## src/rtl/core/packet_traffic_stat_tables_unit_assert.svh

```systemverilog
// Assertion macros for the traffic statistics unit.
`ifndef PACKET_TRAFFIC_STAT_TABLES_UNIT_ASSERT_SVH
`define PACKET_TRAFFIC_STAT_TABLES_UNIT_ASSERT_SVH

// Check a condition in the same cycle as its trigger.
`define PTST_ASSERT_NOW(lbl, trig, cond) \
  lbl: assert property (@(posedge clk) disable iff (rst) (trig) |-> (cond)) \
    else $error("ptst check failed");

// Check a condition in the cycle after its trigger.
`define PTST_ASSERT_NEXT(lbl, trig, cond) \
  lbl: assert property (@(posedge clk) disable iff (rst) (trig) |=> (cond)) \
    else $error("ptst check failed");

`endif

```

## src/rtl/core/ptst_pkg.sv

```systemverilog
// Shared types and constants for the traffic statistics unit.
package ptst_pkg;

  localparam int MAC_ENTRIES  = 256;
  localparam int IP_ENTRIES   = 256;
  localparam int FLOW_ENTRIES = 512;
  localparam int TOTAL_ENTRIES = MAC_ENTRIES + IP_ENTRIES + FLOW_ENTRIES;
  localparam int AW  = $clog2(TOTAL_ENTRIES);
  localparam int MUW = $clog2(MAC_ENTRIES + 1);
  localparam int IUW = $clog2(IP_ENTRIES + 1);
  localparam int FUW = $clog2(FLOW_ENTRIES + 1);
  localparam int CW  = (MUW > IUW) ? ((MUW > FUW) ? MUW : FUW) : ((IUW > FUW) ? IUW : FUW);

  localparam logic [AW-1:0] MAC_BASE  = AW'(0);
  localparam logic [AW-1:0] IP_BASE   = AW'(MAC_ENTRIES);
  localparam logic [AW-1:0] FLOW_BASE = AW'(MAC_ENTRIES + IP_ENTRIES);

  // key: {udp, port_a, port_b, addr_a, addr_b} for flows, low bits otherwise
  localparam int KW  = 97;
  // counters: {rx_bytes, tx_bytes, rx_packets, tx_packets}
  localparam int CTW = 192;

  localparam logic [15:0] ETHERTYPE_IPV4 = 16'h0800;
  localparam logic [7:0]  PROTO_TCP = 8'd6;
  localparam logic [7:0]  PROTO_UDP = 8'd17;

  localparam logic [1:0] TBL_MAC  = 2'd0;
  localparam logic [1:0] TBL_IP   = 2'd1;
  localparam logic [1:0] TBL_FLOW = 2'd2;

  localparam logic [1:0] STAT_COUNTED = 2'd0;
  localparam logic [1:0] STAT_IGNORED = 2'd1;
  localparam logic [1:0] STAT_FULL    = 2'd2;
  localparam logic [1:0] STAT_READ    = 2'd3;

  localparam logic CMD_COUNT = 1'b0;

  localparam logic [2:0] UPD_FLOW_FIRST = 3'd4;
  localparam logic [2:0] UPD_COUNT      = 3'd6;

  typedef enum logic [2:0] {
    ST_IDLE,
    ST_SCAN,
    ST_CMP,
    ST_UPD,
    ST_RD_ISSUE,
    ST_RD_DATA,
    ST_DONE
  } state_t;

  typedef struct packed {
    logic dir;   // 0 send side, 1 receive side
    logic wide;  // 64-bit byte counters
  } alu_ctl_t;

endpackage

```

## src/rtl/core/ptst_alu.sv

```systemverilog
// Shared key compare and counter update unit.
module ptst_alu (
  input  ptst_pkg::alu_ctl_t          ctl,
  input  logic [ptst_pkg::KW-1:0]     key_a,
  input  logic [ptst_pkg::KW-1:0]     key_b,
  input  logic [ptst_pkg::CTW-1:0]    old_ctr,
  input  logic [15:0]                 len,
  output logic                        key_eq,
  output logic [ptst_pkg::CTW-1:0]    new_ctr
);

  logic [31:0] tx_pk, rx_pk;
  logic [63:0] tx_by, rx_by, sel_by, sum_by;

  assign key_eq = (key_a == key_b);

  always_comb begin
    tx_pk  = old_ctr[31:0];
    rx_pk  = old_ctr[63:32];
    tx_by  = old_ctr[127:64];
    rx_by  = old_ctr[191:128];
    sel_by = ctl.dir ? rx_by : tx_by;
    sum_by = sel_by + {48'd0, len};
    if (!ctl.wide) begin
      sum_by = {32'd0, sum_by[31:0]};
    end
    if (ctl.dir) begin
      rx_pk = rx_pk + 32'd1;
      rx_by = sum_by;
    end else begin
      tx_pk = tx_pk + 32'd1;
      tx_by = sum_by;
    end
    new_ctr = {rx_by, tx_by, rx_pk, tx_pk};
  end

endmodule

```

## config.mk

```make
export PLATFORM = sky130hd
export DESIGN_NAME = ptst_alu
export DESIGN_NICKNAME = d
export VERILOG_FILES = /design/src/rtl/core/packet_traffic_stat_tables_unit_assert.svh /design/src/rtl/core/ptst_pkg.sv /design/src/rtl/core/ptst_alu.sv
export SDC_FILE = /design/constraint.sdc
export NUM_CORES = 1
export LEC_CHECK = 0
export ABC_CLOCK_PERIOD_IN_PS = 9200
export BUFFER_PORTS_ARGS = -buffer_cell sky130_fd_sc_hd__clkbuf_2
export CORE_AREA = 2 2 235 237
export DETAILED_ROUTE_END_ITERATION = 16
export DIE_AREA = 0 0 237 239
export PLACE_DENSITY_LB_ADDON = 0.12
export SYNTH_ARGS = -nofsm -noshare
export SYNTH_HDL_FRONTEND = slang
export SYNTH_SLANG_ARGS = --single-unit
```

## constraint.sdc

```tcl
create_clock -name vclk -period 9.2
set_input_delay 1.38 -clock vclk [all_inputs]
set_output_delay 1.38 -clock vclk [all_outputs]
set_load 0.05 [all_outputs]
```

== After elaboration in Yosys (flattened, before gate mapping) ==
Cells that the tools add are included.
Word-level totals
  logic and storage cells: 10
  bits in registers: 0
  output and inout port bits: 193
  bits of input ports: 404
Operators by class
  multiplexer cells: 6
  $add $sub $neg: 3
  equality and inequality tests: 1
Operators by type and width (number)
  $mux 64: 4
  $eq 97x97->1: 1
  $add 32x1->32 const B: 2
  $add 64x16->64: 1
  $mux 32: 2

== Longest topological paths before layout ==
  depth in word-level cells: 4
  depth in mapped cells: 19
  gate-level depth less buffers: 10

== Worst setup path after synthesis ==
OpenSTA, ideal clock, no wires.
  kind: input port to output port
  start: input port ctl[1] (netlist name)
  end: output port new_ctr[180] (netlist name)
  stages on the path: 17
  arrival: 6.451 ns
  required time: 7.820 ns
  setup slack: 1.369 ns
  buffers on the path: 8
  path through: buf_6 -> buf_6 -> buf_4 -> buf_4 -> buf_4 -> clkbuf_1 -> buf_1 -> buf_1 -> mux2_2 -> ha_1 -> a21o_1 -> a221oi_1 -> nand4b_1 -> a31o_2 -> or2_2 -> or3_1 -> o31ai_1
Between the ends
  cells in the longest elaborated chain, start to end: 4
RTL lines
  start, declared: RTL line ptst_alu.sv:3  | input ptst_pkg::alu_ctl_t ctl,
  $mux 64: RTL line ptst_alu.sv:22  | sel_by = ctl.dir ? rx_by : tx_by;
  $add 64x16->64: RTL line ptst_alu.sv:23  | sum_by = sel_by + {48'd0, len};
  $mux 64: RTL line ptst_alu.sv:24  | if (!ctl.wide) begin
  $mux 64 (*): RTL line ptst_alu.sv:27  | if (ctl.dir) begin
  end, declared: RTL line ptst_alu.sv:9  | output logic [ptst_pkg::CTW-1:0] new_ctr
Every way passes the cells marked *; elsewhere a longest branch is shown, timed or not.

== Final worst setup path ==
  start: input port ctl[1] (netlist name)
  end: output port new_ctr[190] (netlist name)
Same word-level chain as after synthesis.

==> impl_metrics.ini <==
[power_and_ir_drop]
seqPwrFrac = 0
power.density_nw_per_um2 = 71.69
power.leakage_nw = 4.897
total_power_uw = 768.6
clkPwrFrac = 0
internal-power_uw = 226.1
p_switching_uw = 542.5
power_frac_comb = 1.000
sw_frac_of_total = 0.7059
peakVddDrop_mv = 0.03819

[global_routing]
grt_start_max_net_pins = 146
grt-ovfl-total = 0
grt_util_met3 = 0.04411
antenna_found_initial = 9
grtUsageTotal = 0.1726
grt_use_met1 = 0.1830
grt_pass1_wl_um = 72370
grt_use_met2 = 0.3392
grt.busiest_layer = met2
first_global_vias = 10320

[die]
dieWidth_um = 237
die_h_um = 239
die-area_um2 = 56640
start_util = 0.1279
core.rowCount = 86
core_um2 = 54340
pin_count = 597

[timing]
finalSetupViolCount = 0
slew_headroom = 0.2816
finalHoldViolCount = 0
rsz0062_at_grt = no
fin_ws_ns = 2.216
drv_slew = 0
post-route-period-util = 0.7592
period_minus_slack_ns = 6.984
tightest_slew_ns = 1.078
tns_ns = 0
timing.fmax_ghz = 0.1432

[setup_path]
path_class = input port to output pin
crit_arrival_ns = 5.60
critical-path-max-stage-delay_ns = 0.67
crit_slowest_cell = a221oi_1
end_kind = output pin
cpLargestDelayFamily = compound AO/OA/AOI/OAI gates
worstPathCellList = buf_6 -> mux2_2 -> ha_1 -> fa_1 -> a21o_1 -> a221oi_1 -> nand4b_1 -> a31o_2 -> nor2_1 -> a32oi_1 -> o21ai_0 -> clkbuf_2
critical_path_buf_inv_count = 2
crit_required_ns = 7.82
worstSetupStartpointType = input port
worstSetupPathDepth = 12
cp_max_fo = 60

[synth]
yosys.area.top_type = xnor2_1
synth_seq_area_share = 0
synthesis.area_um2 = 6949
synth_cell_types = 72
post-synth-top-area-fraction = 0.1752
syn-mean-instance-area_um2 = 6.470
syn_inst = 1074
syn-num-nets = 1497
synth_warnings = 0
synthTopCellsByArea = xnor2_1 (18%), nand2_1 (8.6%), xor2_1 (7.3%)

[hold_path]
hold_path.class = input port to output pin
min_path_cells = 3

[finish]
final_area_um2 = 10720
seq_cells = 0
layout-drive-gt1-share = 0.3996
clock_buffers = 0
fin_util = 0.1973
fin_nets = 2059
syn2layout_area_growth_pct = 54.27
seqCellArea_um2 = 0

[placement]
dp_hpwl_um = 46460
gp_congestion = 0.8687
dpl_cell_area_um2 = 10710
numPortBuffers = 597
pre_cts_slack_ns = 2.321

[routing]
ant_nets = 0
drc = 0
wire_per_inst_um = 22.45
vias_per_cell = 4.486
first_pass_iters = 5
routed_wl_um = 52630
via_count = 10520
drt_iter0_drc = 545

[outcome]
outcome = finished clean

[clock_tree]
post_cts_buffers = 0
cts_resized = 0
postCtsHoldBufs = 0

[flow_run]
maxCapViolCount = 0
cell usage in the layout, fill, tap and decap left out, types with 5 or more instances in the layout:
master and count:
or3_1 16, nand2b_1 7, o211ai_1 6, a22oi_1 9, a21oi_1 36, inv_1 18, and4_1 6, a21o_1 11
xor2_1 58, or2_2 5, nor4_1 19, o31ai_1 33, and2_1 11, mux2i_1 11, nor2_1 55, ha_1 18
nor3_1 18, and3_1 22, a32oi_1 6, nand2_1 159, a31oi_1 10, nand3_1 89, nand3b_1 19, xnor2_1 139
mux2_2 26, nand4_1 49, a211o_1 7, diode_2 6, buf_4 10, nand4b_1 7, a22o_1 9, a221oi_1 6
o22ai_1 6, o21ai_0 75, clkbuf_2 596
metal layers:
metal  routed length [um]  vias to the layer above
li1                     -                     5123
met4                  910                        2
met2                28400                      445
met5                   14                        -
met1                19090                     4903
met3                 4213                       42
kinds of logic (layout without fill, tap and decap cells):
| logic type | after synthesis | in the layout | share of synthesized area |
|---|---|---|---|
| xor+xnor | 197 | 197 | 0.2483 |
| other cells | 0 | 6 | 0 |
| buf+inv | 68 | 628 | 0.04177 |
| fa+ha+maj | 19 | 19 | 0.03529 |
| simple gates | 503 | 503 | 0.3763 |
| compound gates | 250 | 250 | 0.2404 |
| mux | 37 | 37 | 0.05798 |
power by group through the flow:
| stage | Sequential (mW) | Combinational [mW] | Clock [mW] |
|---|---|---|---|
| finish | 0 | 0.769 | 0.0000000883 |
| global route | 0 | 0.819 | 0.0000000882 |
| CTS | 0 | 0.777 | 0 |
| detailed placement | 0 | 0.774 | 0 |
| global placement | 0 | 0.774 | 0 |
| floorplan | 0 | 0.479 | 0 |
synth_stat cells, types with 5 or more instances:
master and n:
nand3_1 89, nor2_1 55, buf_1 7, a221oi_1 6, a21oi_1 36, nand3b_1 19
a22oi_1 9, buf_2 7, xnor2_1 139, and3_1 22, and2_1 11, xor2_1 58
nand4b_1 7, o31ai_1 33, nand2b_1 7, nor4_1 19, o22ai_1 6, nor3_1 18
o21ai_0 75, a22o_1 9, and4_1 6, inv_1 19, o211ai_1 6, mux2i_1 11
a211o_1 7, ha_1 18, a32oi_1 6, nand2_1 159, or2_2 5, or3_1 16
nand4_1 49, a21o_1 11, clkbuf_1 29, a31oi_1 10, mux2_2 26
stage by stage:
step	hold slack, ns	std cells
floorplan	3.027	1074
global placement	3.145	2338
detailed placement	3.140	2338
CTS	3.143	2338
global route	3.152	2344
finish	3.149	2344
final timing paths:
| path | from | end | slack, ns |
|---|---|---|---|
| max | ctl[1] | new_ctr[190] | 2.22 |
| min | old_ctr[52] | new_ctr[52] | 3.15 |
cell type report:
class	instances	area, um^2
Fill cell	6307	43620
Multi-Input combinational cell	1006	6660
Timing Repair Buffer	608	3089
Tap cell	704	880.8
Inverter	20	75.07
Antenna cell	6	15.01
No activity file was read; power rests on OpenSTA's default activity.
