--- config.mk ---
export PLATFORM = sky130hd
export DESIGN_NAME = ptst_ram
export DESIGN_NICKNAME = d
export VERILOG_FILES = /design/src/rtl/core/packet_traffic_stat_tables_unit_assert.svh /design/src/rtl/core/ptst_ram.sv
export SDC_FILE = /design/constraint.sdc
export NUM_CORES = 1
export LEC_CHECK = 0
export ABC_AREA = 1
export BUFFER_PORTS_ARGS = -buffer_cell sky130_fd_sc_hd__buf_2
export CAP_MARGIN = 30
export CELL_PAD_IN_SITES_DETAIL_PLACEMENT = 0
export CELL_PAD_IN_SITES_GLOBAL_PLACEMENT = 1
export CORE_ASPECT_RATIO = 0.7
export CORE_UTILIZATION = 52
export CTS_CLUSTER_DIAMETER = 60
export CTS_CLUSTER_SIZE = 30
export DETAILED_ROUTE_END_ITERATION = 16
export HOLD_SLACK_MARGIN = 0.02
export PLACE_DENSITY_LB_ADDON = 0.2
export SKIP_CTS_REPAIR_TIMING = 1
export SYNTH_ARGS = -nofsm -noshare
export SYNTH_HDL_FRONTEND = slang
export SYNTH_SLANG_ARGS = --single-unit
--- constraint.sdc ---
create_clock -name clk -period 2.9 [get_ports clk]
set_input_delay 0.29 -clock clk [delete_from_list [all_inputs] [get_ports clk]]
set_output_delay 0.29 -clock clk [all_outputs]
set_load 0.005 [all_outputs]
--- src/rtl/core/packet_traffic_stat_tables_unit_assert.svh ---
// Assertion macros for the traffic statistics unit.
`ifndef PACKET_TRAFFIC_STAT_TABLES_UNIT_ASSERT_SVH
`define PACKET_TRAFFIC_STAT_TABLES_UNIT_ASSERT_SVH

// Check a condition in the same cycle as its trigger.
`define PTST_ASSERT_NOW(lbl, trig, cond) \
  lbl: assert property (@(posedge clk) disable iff (rst) (trig) |-> (cond)) \
    else $error("ptst check failed");

// Check a condition in the cycle after its trigger.
`define PTST_ASSERT_NEXT(lbl, trig, cond) \
  lbl: assert property (@(posedge clk) disable iff (rst) (trig) |=> (cond)) \
    else $error("ptst check failed");

`endif

--- src/rtl/core/ptst_ram.sv ---
// Simple dual-port RAM with registered read data.
module ptst_ram #(
  parameter int WIDTH = 8,
  parameter int DEPTH = 16
) (
  input  logic                     clk,
  input  logic                     we,
  input  logic [$clog2(DEPTH)-1:0] waddr,
  input  logic [WIDTH-1:0]         wdata,
  input  logic [$clog2(DEPTH)-1:0] raddr,
  output logic [WIDTH-1:0]         rdata
);

  logic [WIDTH-1:0] mem [DEPTH];

  always_ff @(posedge clk) begin
    if (we) begin
      mem[waddr] <= wdata;
    end
    rdata <= mem[raddr];
  end

endmodule

Word level (Yosys, flattened, before mapping) --
Memory sizes are Yosys's and may differ from the RTL's. A register that Yosys moved wholly into a read port is not among the register bits. Cells that the tools add are included.
Cells by class: div/mod/pow operators 0, reduce and logical (&&, ||, !) cells 0, eq/ne operators 0, add/sub/neg operators 0, mux-type cells 2, multipliers 0, bitwise logic cells 0, magnitude comparators 0, shift-type cells 0
Operators with widths (number):
- two-way mux 1 bit | 2
Word-level totals: memories 1, latch bits 0, word-level logic and storage cells 3, output and inout bits 8, register bits after elaboration 0, input bits 18, bits in read-only memories 0, RAM bits 128
Memories:
- mem | depth 16, bits a word 8, rd ports 1, clocked after Yosys merged registers in 1, write ports 1, RTL line ptst_ram.sv:14 | logic [WIDTH-1:0] mem [DEPTH];

Depth between registers and ports, before layout --
Gate-level depths: netlist of run 1.
word-level depth 2, depth in mapped cells 8, mapped depth without buffers 7

Least setup slack after synthesis of run 1 --
No wires, ideal clock.
path type input to register, start in waddr[2], end mem mem[10][0], enable pin, slack 1.659 ns, required time 2.530 ns, library setup time 0.370 ns, path buffers 0, stages on the path 2, data arrival time 0.871 ns, cell sequence nand3b_1 -> nor2_1
RTL lines:
- start: declaration | RTL line ptst_ram.sv:8 | input logic [$clog2(DEPTH)-1:0] waddr,
- end: declaration | RTL line ptst_ram.sv:14
Straight into the memory's write port.

==> results of run 1 <==
## state kept, by name, summed over array words and instances, names as in the netlist
| register | flops |
|---|---|
| mem | 128 |
| rdata | 8 |
## metrics by stage
| stage | setup slack, ps | power, uW | hold WS (ps) | util | cell area (um2) |
|---|---|---|---|---|---|
| 6_report | 1480 | 4480 | 260 | 0.615 | 6490 |
| 5_1_grt | 1370 | 4610 | 258 | 0.615 | 6490 |
| 4_1_cts | 1480 | 4500 | 256 | 0.615 | 6490 |
| 3_5_place_dp | 1030 | 2510 | 664 | 0.564 | 5950 |
| 3_3_place_gp | 1060 | 2510 | 664 | 0.564 | 5950 |
| 2_1_floorplan | 1660 | 2410 | 389 | - | 5770 |
## where the power goes
group,switching (uW),leakage (uW),internal [uW]
logic,193,0.00131,71.7
clock network,762,0.000263,1250
registers,11.4,0.00122,2200
total,966,0.00280,3520
## kinds of logic (layout without fill, tap and decap cells)
logic type             after synthesis  after routing  synth area share
AND/OR/NAND/NOR                    289            289             0.210
flip-flops                         136            136             0.694
buffers and inverters              126            162            0.0952
## worst reg2reg max path: stages (launching register included)
cell	delay [ps]
edfxtp_1	360
inv_1	60
nand2_1	40
nand3_1	100
nand3_1	190
nand3_1	160
nand2_1	60
## placed cells by master, fill, tap and decap left out, drive strengths merged
cell and n:
bufinv 2, clkbuf 21, edfxtp 128, nand2 173, nor2 17, nand3b 2, clkinvlp 2, buf 28
nand3 97, inv 102, clkinv 7, dfxtp 8
## how the worst min path moves through the flow
stage | from | slack, ps | endpoint
floorplan | wdata[0] | 390 | mem[0][0]
global placement | mem[4][0] | 660 | rdata[0]
detailed placement | mem[4][6] | 660 | rdata[6]
CTS | raddr[3] | 260 | rdata[6]
global route | raddr[3] | 260 | rdata[6]
finish | raddr[3] | 260 | rdata[6]
## routing by layer
layer | vias to the layer above | share of wire | global-route usage
met3 | 12 | 0.079 | 0.0714
met5 | - | 0 | 0
li1 | 1818 | - | -
met1 | 1744 | 0.49 | 0.386
met4 | 0 | 0.011 | 0.0598
met2 | 165 | 0.42 | 0.335
## area by class of cell
class,count,area share
clock inverter,11,0.0164
tap,148,0.0285
multi-input combinational,289,0.187
sequential,136,0.617
timing repair buffer,28,0.0247
inverter,102,0.0590
clock buffer,21,0.0678
==> flow_summary.yaml, run 1 <==
run_status:
  status: "complete, no violations"
grt:
  antenna_found_initial: 0
  grt_max_degree: 65
  grt_pass1_vias: 3512
  grt_overflow_total: 0
  grtUsageTotal: 0.246
  grt_pass1_wl_mm: 20.0
yosys:
  ys_types: 12
  synthFlopType: "edfxtp_1"
  synth_area_mm2: 0.00577
  yosys.area.top_type: "edfxtp_1"
  yosysMostFrequentCell: "nand2_1"
  synth-seq-area-share: 0.694
  ys_ff_latch: 136
  synth_fp_nets: 569
  synthArstFlopShare: 0
  syn-mean-instance-area_um2: 10.5
  synthTopCellsByArea: "edfxtp_1, nand2_1, nand3_1"
  synth_edf_count: 128
  synthCells: 551
  synthTopCellsByCount: "nand2_1, edfxtp_1, inv_1, nand3_1, nor2_1"
  ys_warn_count: 0
  synth_top_cell_area_share: 0.667
timing:
  fin_crit_ps: 1420
  worst_slew_pin_slew_ps: 861
  setup_viol: 0
  rsz0062_at_grt: "no"
  fmax_ghz: 0.706
  tns_ps: 0
  max_slew_margin: 0.424
  hold_viol: 0
  period_share: 0.489
  fin_skew_ps: 17.1
  drv_slew: 0
cts:
  cts_inserted_buffers: 17
  htreeDepth: 4
  clk_pin_slew_worst_paths_ps: 60
  clockRootBuffer: "clkbuf_16"
  clock_path_buffers: 2
  clock_sinks: 136
  clock_latency_ps: 420
  cts_tree: "built"
power:
  p_per_area_mw_per_mm2: 691
  ir_drop_mv: 0.671
  p_leak_uw: 0.00280
min_path:
  hold_class: "primary input to register"
  holdPathStages: 3
setup_path:
  crit_chain: "buf_2 -> buf_4 -> inv_2 -> nand3_1 -> nand3_1 -> nand3_1 -> nand2_1"
  worstPathMaxFanout: 33
  end_kind: "register"
  arrival_ps: 1730
  critical_path_depth: 7
  cp_slowest_cell: "buf_4"
  ff2ff_setup_slack_ps: 1830
  crit_buf_inv: 3
  r2r-end: "rdata[3]"
  slowest_delay_ps: 370
  reg2reg_depth: 6
  setup.worst_path.start: "raddr[1]"
  cp-start-kind: "primary input"
  crit_type: "primary input to register"
  endpoint: "rdata[3]"
  required_ps: 3210
  path_common_cell: "nand3_1"
  rr_startpoint: "mem[9][3]"
  crit_family: "buffers and inverters"
cells_and_area:
  final-seq-area_mm2: 0.00400
  drive_gt1_frac: 0.0937
  multi_input_area_mm2: 0.00121
  fillers: 895
  insertedDiodeCount: 0
  instances_no_fill: 735
  area_growth_pct: 12.6
  final_nets: 592
die:
  dieArea_mm2: 0.0115
  die_h_um: 90.1
  core-area_mm2: 0.0106
  die_x_um: 128
  rows: 31
  start_util: 0.547
  io_pins: 26
placed_design:
  gp_congestion: 0.788
  detailed_place_hpwl_mm: 7.77
  dp_cells: 703
  port_buffers: 25
detailed_routing:
  vias: 3739
  drc: 0
  viasPerCell: 5.09
  first_iter_violations: 377
  drt_wl_total_mm: 13.0
  drtAntennaViolNets: 0
  first_pass_iters: 4
  wire_per_inst_um: 17.7
run:
  max_cap_viol_count: 0
(Power assumes the default switching activity.)
==> inputs of run 2 (changes only) <==
--- a/config.mk
+++ b/config.mk
@@ -11,7 +11,7 @@
 export CELL_PAD_IN_SITES_DETAIL_PLACEMENT = 0
 export CELL_PAD_IN_SITES_GLOBAL_PLACEMENT = 1
 export CORE_ASPECT_RATIO = 0.7
-export CORE_UTILIZATION = 52
+export CORE_UTILIZATION = 49
 export CTS_CLUSTER_DIAMETER = 60
 export CTS_CLUSTER_SIZE = 30
 export DETAILED_ROUTE_END_ITERATION = 16
==> constraint.sdc (replaced) <==
create_clock -name clk -period 1.4 [get_ports clk]
set_input_delay 0.14 -clock clk [delete_from_list [all_inputs] [get_ports clk]]
set_output_delay 0.14 -clock clk [all_outputs]
set_load 0.005 [all_outputs]
==> run 2 against run 1 <==
Net effect:
- clock power rose by 98%
- register-to-register slack got worse by 1500 ps
- final cell count rose by 3.7%
- non-clock buffer count rose by 22
- via count rose by 2.7%
- critical path depth fell by 1
- routed wire length rose by 3.7%
- utilization fell by 2.0 points
- highest routed layer unchanged
==> flow_summary.yaml, run 2 (synthesis results as in run 1) <==
detailed_routing:
  first_pass_iters: 5
  vias: 3841
  drt_wl_total_mm: 13.5
  drc: 0
  drtAntennaViolNets: 0
  viasPerCell: 5.04
  wire_per_inst_um: 17.7
  first_iter_violations: 370
power:
  power_frac_comb: 0.065
  ir_drop_mv: 1.03
  p_per_area_mw_per_mm2: 1370
  clockPowerShare: 0.434
  intPower_uw: 7120
  seqPwrFrac: 0.501
  p_leak_uw: 0.00292
  p_sw_uw: 2030
  swShare: 0.222
timing:
  fin_crit_ps: 1080
  max_slew_margin: 0.707
  drv_slew: 0
  fmax_ghz: 0.926
  hold_viol: 0
  fin_skew_ps: 7.04
  period_share: 0.771
  worst_slew_pin_slew_ps: 440
  rsz0062_at_grt: "no"
  setup_viol: 0
  tns_ps: 0
cts:
  cts_tree: "built"
  clockRootBuffer: "clkbuf_16"
  clock_sinks: 136
  clock_latency_ps: 410
  clk_pin_slew_worst_paths_ps: 60
  clock_path_buffers: 2
  htreeDepth: 4
  cts_inserted_buffers: 17
die:
  die_h_um: 92.8
  rows: 32
  start_util: 0.513
  dieArea_mm2: 0.0122
  core-area_mm2: 0.0113
  die_x_um: 132
  io_pins: 26
setup_path:
  end_kind: "register"
  cp-start-kind: "register"
  path_common_cell: "nand3_1"
  worstPathMaxFanout: 1
  required_ps: 1700
  slowest_delay_ps: 360
  crit_chain: "inv_1 -> nand2_1 -> nand3_1 -> nand3_1 -> nand3_1 -> nand2_1"
  cp_slowest_cell: "edfxtp_1"
  arrival_ps: 1380
  crit_type: "register to register"
cells_and_area:
  area_growth_pct: 16.1
  largest_reg_flops: 128
  instances_no_fill: 762
  insertedDiodeCount: 0
  final_nets: 614
  fin_area_mm2: 0.00670
  mostFrequentLayoutCell: "nand2_1"
  final_cell_mix: "nand2_1, edfxtp_1, inv_1"
  largest_register: "mem"
  reg.largest.list: "mem (128), rdata (8)"
  drive_gt1_frac: 0.131
grt:
  grt_max_degree: 45
  grt_pass1_wl_mm: 20.5
  grt_overflow_total: 0
  antenna_found_initial: 0
  grt_pass1_vias: 3436
  grtUsageTotal: 0.238
placed_design:
  gp_congestion: 0.808
  dp_cells: 730
  detailed_place_hpwl_mm: 8.24
  placed_cell_area_mm2: 0.00617
  port_buffers: 25
run_status:
  status: "complete, no violations"
run:
  max_cap_viol_count: 0
min_path:
  hold_class: "primary input to register"
==> run 2: cell types whose count changed in the layout (fill, tap and decap cells not counted), sizes merged <==
cell	change
clkinv	-1
clkbuf	+2
bufinv	-2
buf	+22
clkinvlp	+1
==> run 2: final cells by class <==
cell class                      instances  area, um2
Multi-Input combinational cell        289       1210
Clock inverter                          9       51.3
Timing Repair Buffer                   50        375
Inverter                              102        383
Fill cell                             933       4550
Sequential cell                       136       4000
Clock buffer                           23        478
Tap cell                              153        191
==> run 2: final timing paths <==
check             startpoint  endpoint  slack (ps)  cells past startpoint
setup / recovery   mem[6][0]  rdata[0]         320                      6
hold / removal      raddr[3]  rdata[3]          90                      3
setup reg to reg   mem[6][0]  rdata[0]         320                      6
hold reg to reg   mem[10][3]  rdata[3]         650                      6
==> run 2: worst max-delay path: cells and delay by family, from the launching register on <==
family,cells,cell delay [ps]
buffers and inverters,1,60
AND/OR/NAND/NOR,5,550
flip-flops,1,360
==> run 2: per-stage QoR <==
step | power, uW | setup slack, ps | hold WS (ps) | util
3_3_place_gp | 5250 | 174 | 510 | 0.548
4_1_cts | 9210 | 318 | 71.1 | 0.595
6_report | 9150 | 320 | 90.7 | 0.595
3_5_place_dp | 5260 | 156 | 512 | 0.548
2_1_floorplan | 4980 | 309 | 239 | -
5_1_grt | 9440 | 273 | 88.9 | 0.595
==> run 2: power by group through the flow <==
| stage | Combinational (uW) | Clock, uW | Sequential (uW) |
|---|---|---|---|
| 5_1_grt | 650 | 4200 | 4590 |
| 3_5_place_dp | 589 | 0 | 4670 |
| 4_1_cts | 591 | 4030 | 4590 |
| 3_3_place_gp | 582 | 0 | 4670 |
| 2_1_floorplan | 321 | 0 | 4660 |
| 6_report | 591 | 3970 | 4590 |
==> run 2: layer usage <==
layer  share of wire  vias to the layer above  track usage  wire length [um]
li1                -                     1860            -                 -
met2            0.43                      145        0.343              5770
met3           0.078                       11       0.0525              1060
met5               0                        -            0                 0
met1            0.48                     1825        0.362              6530
met4          0.0080                        0       0.0610               108
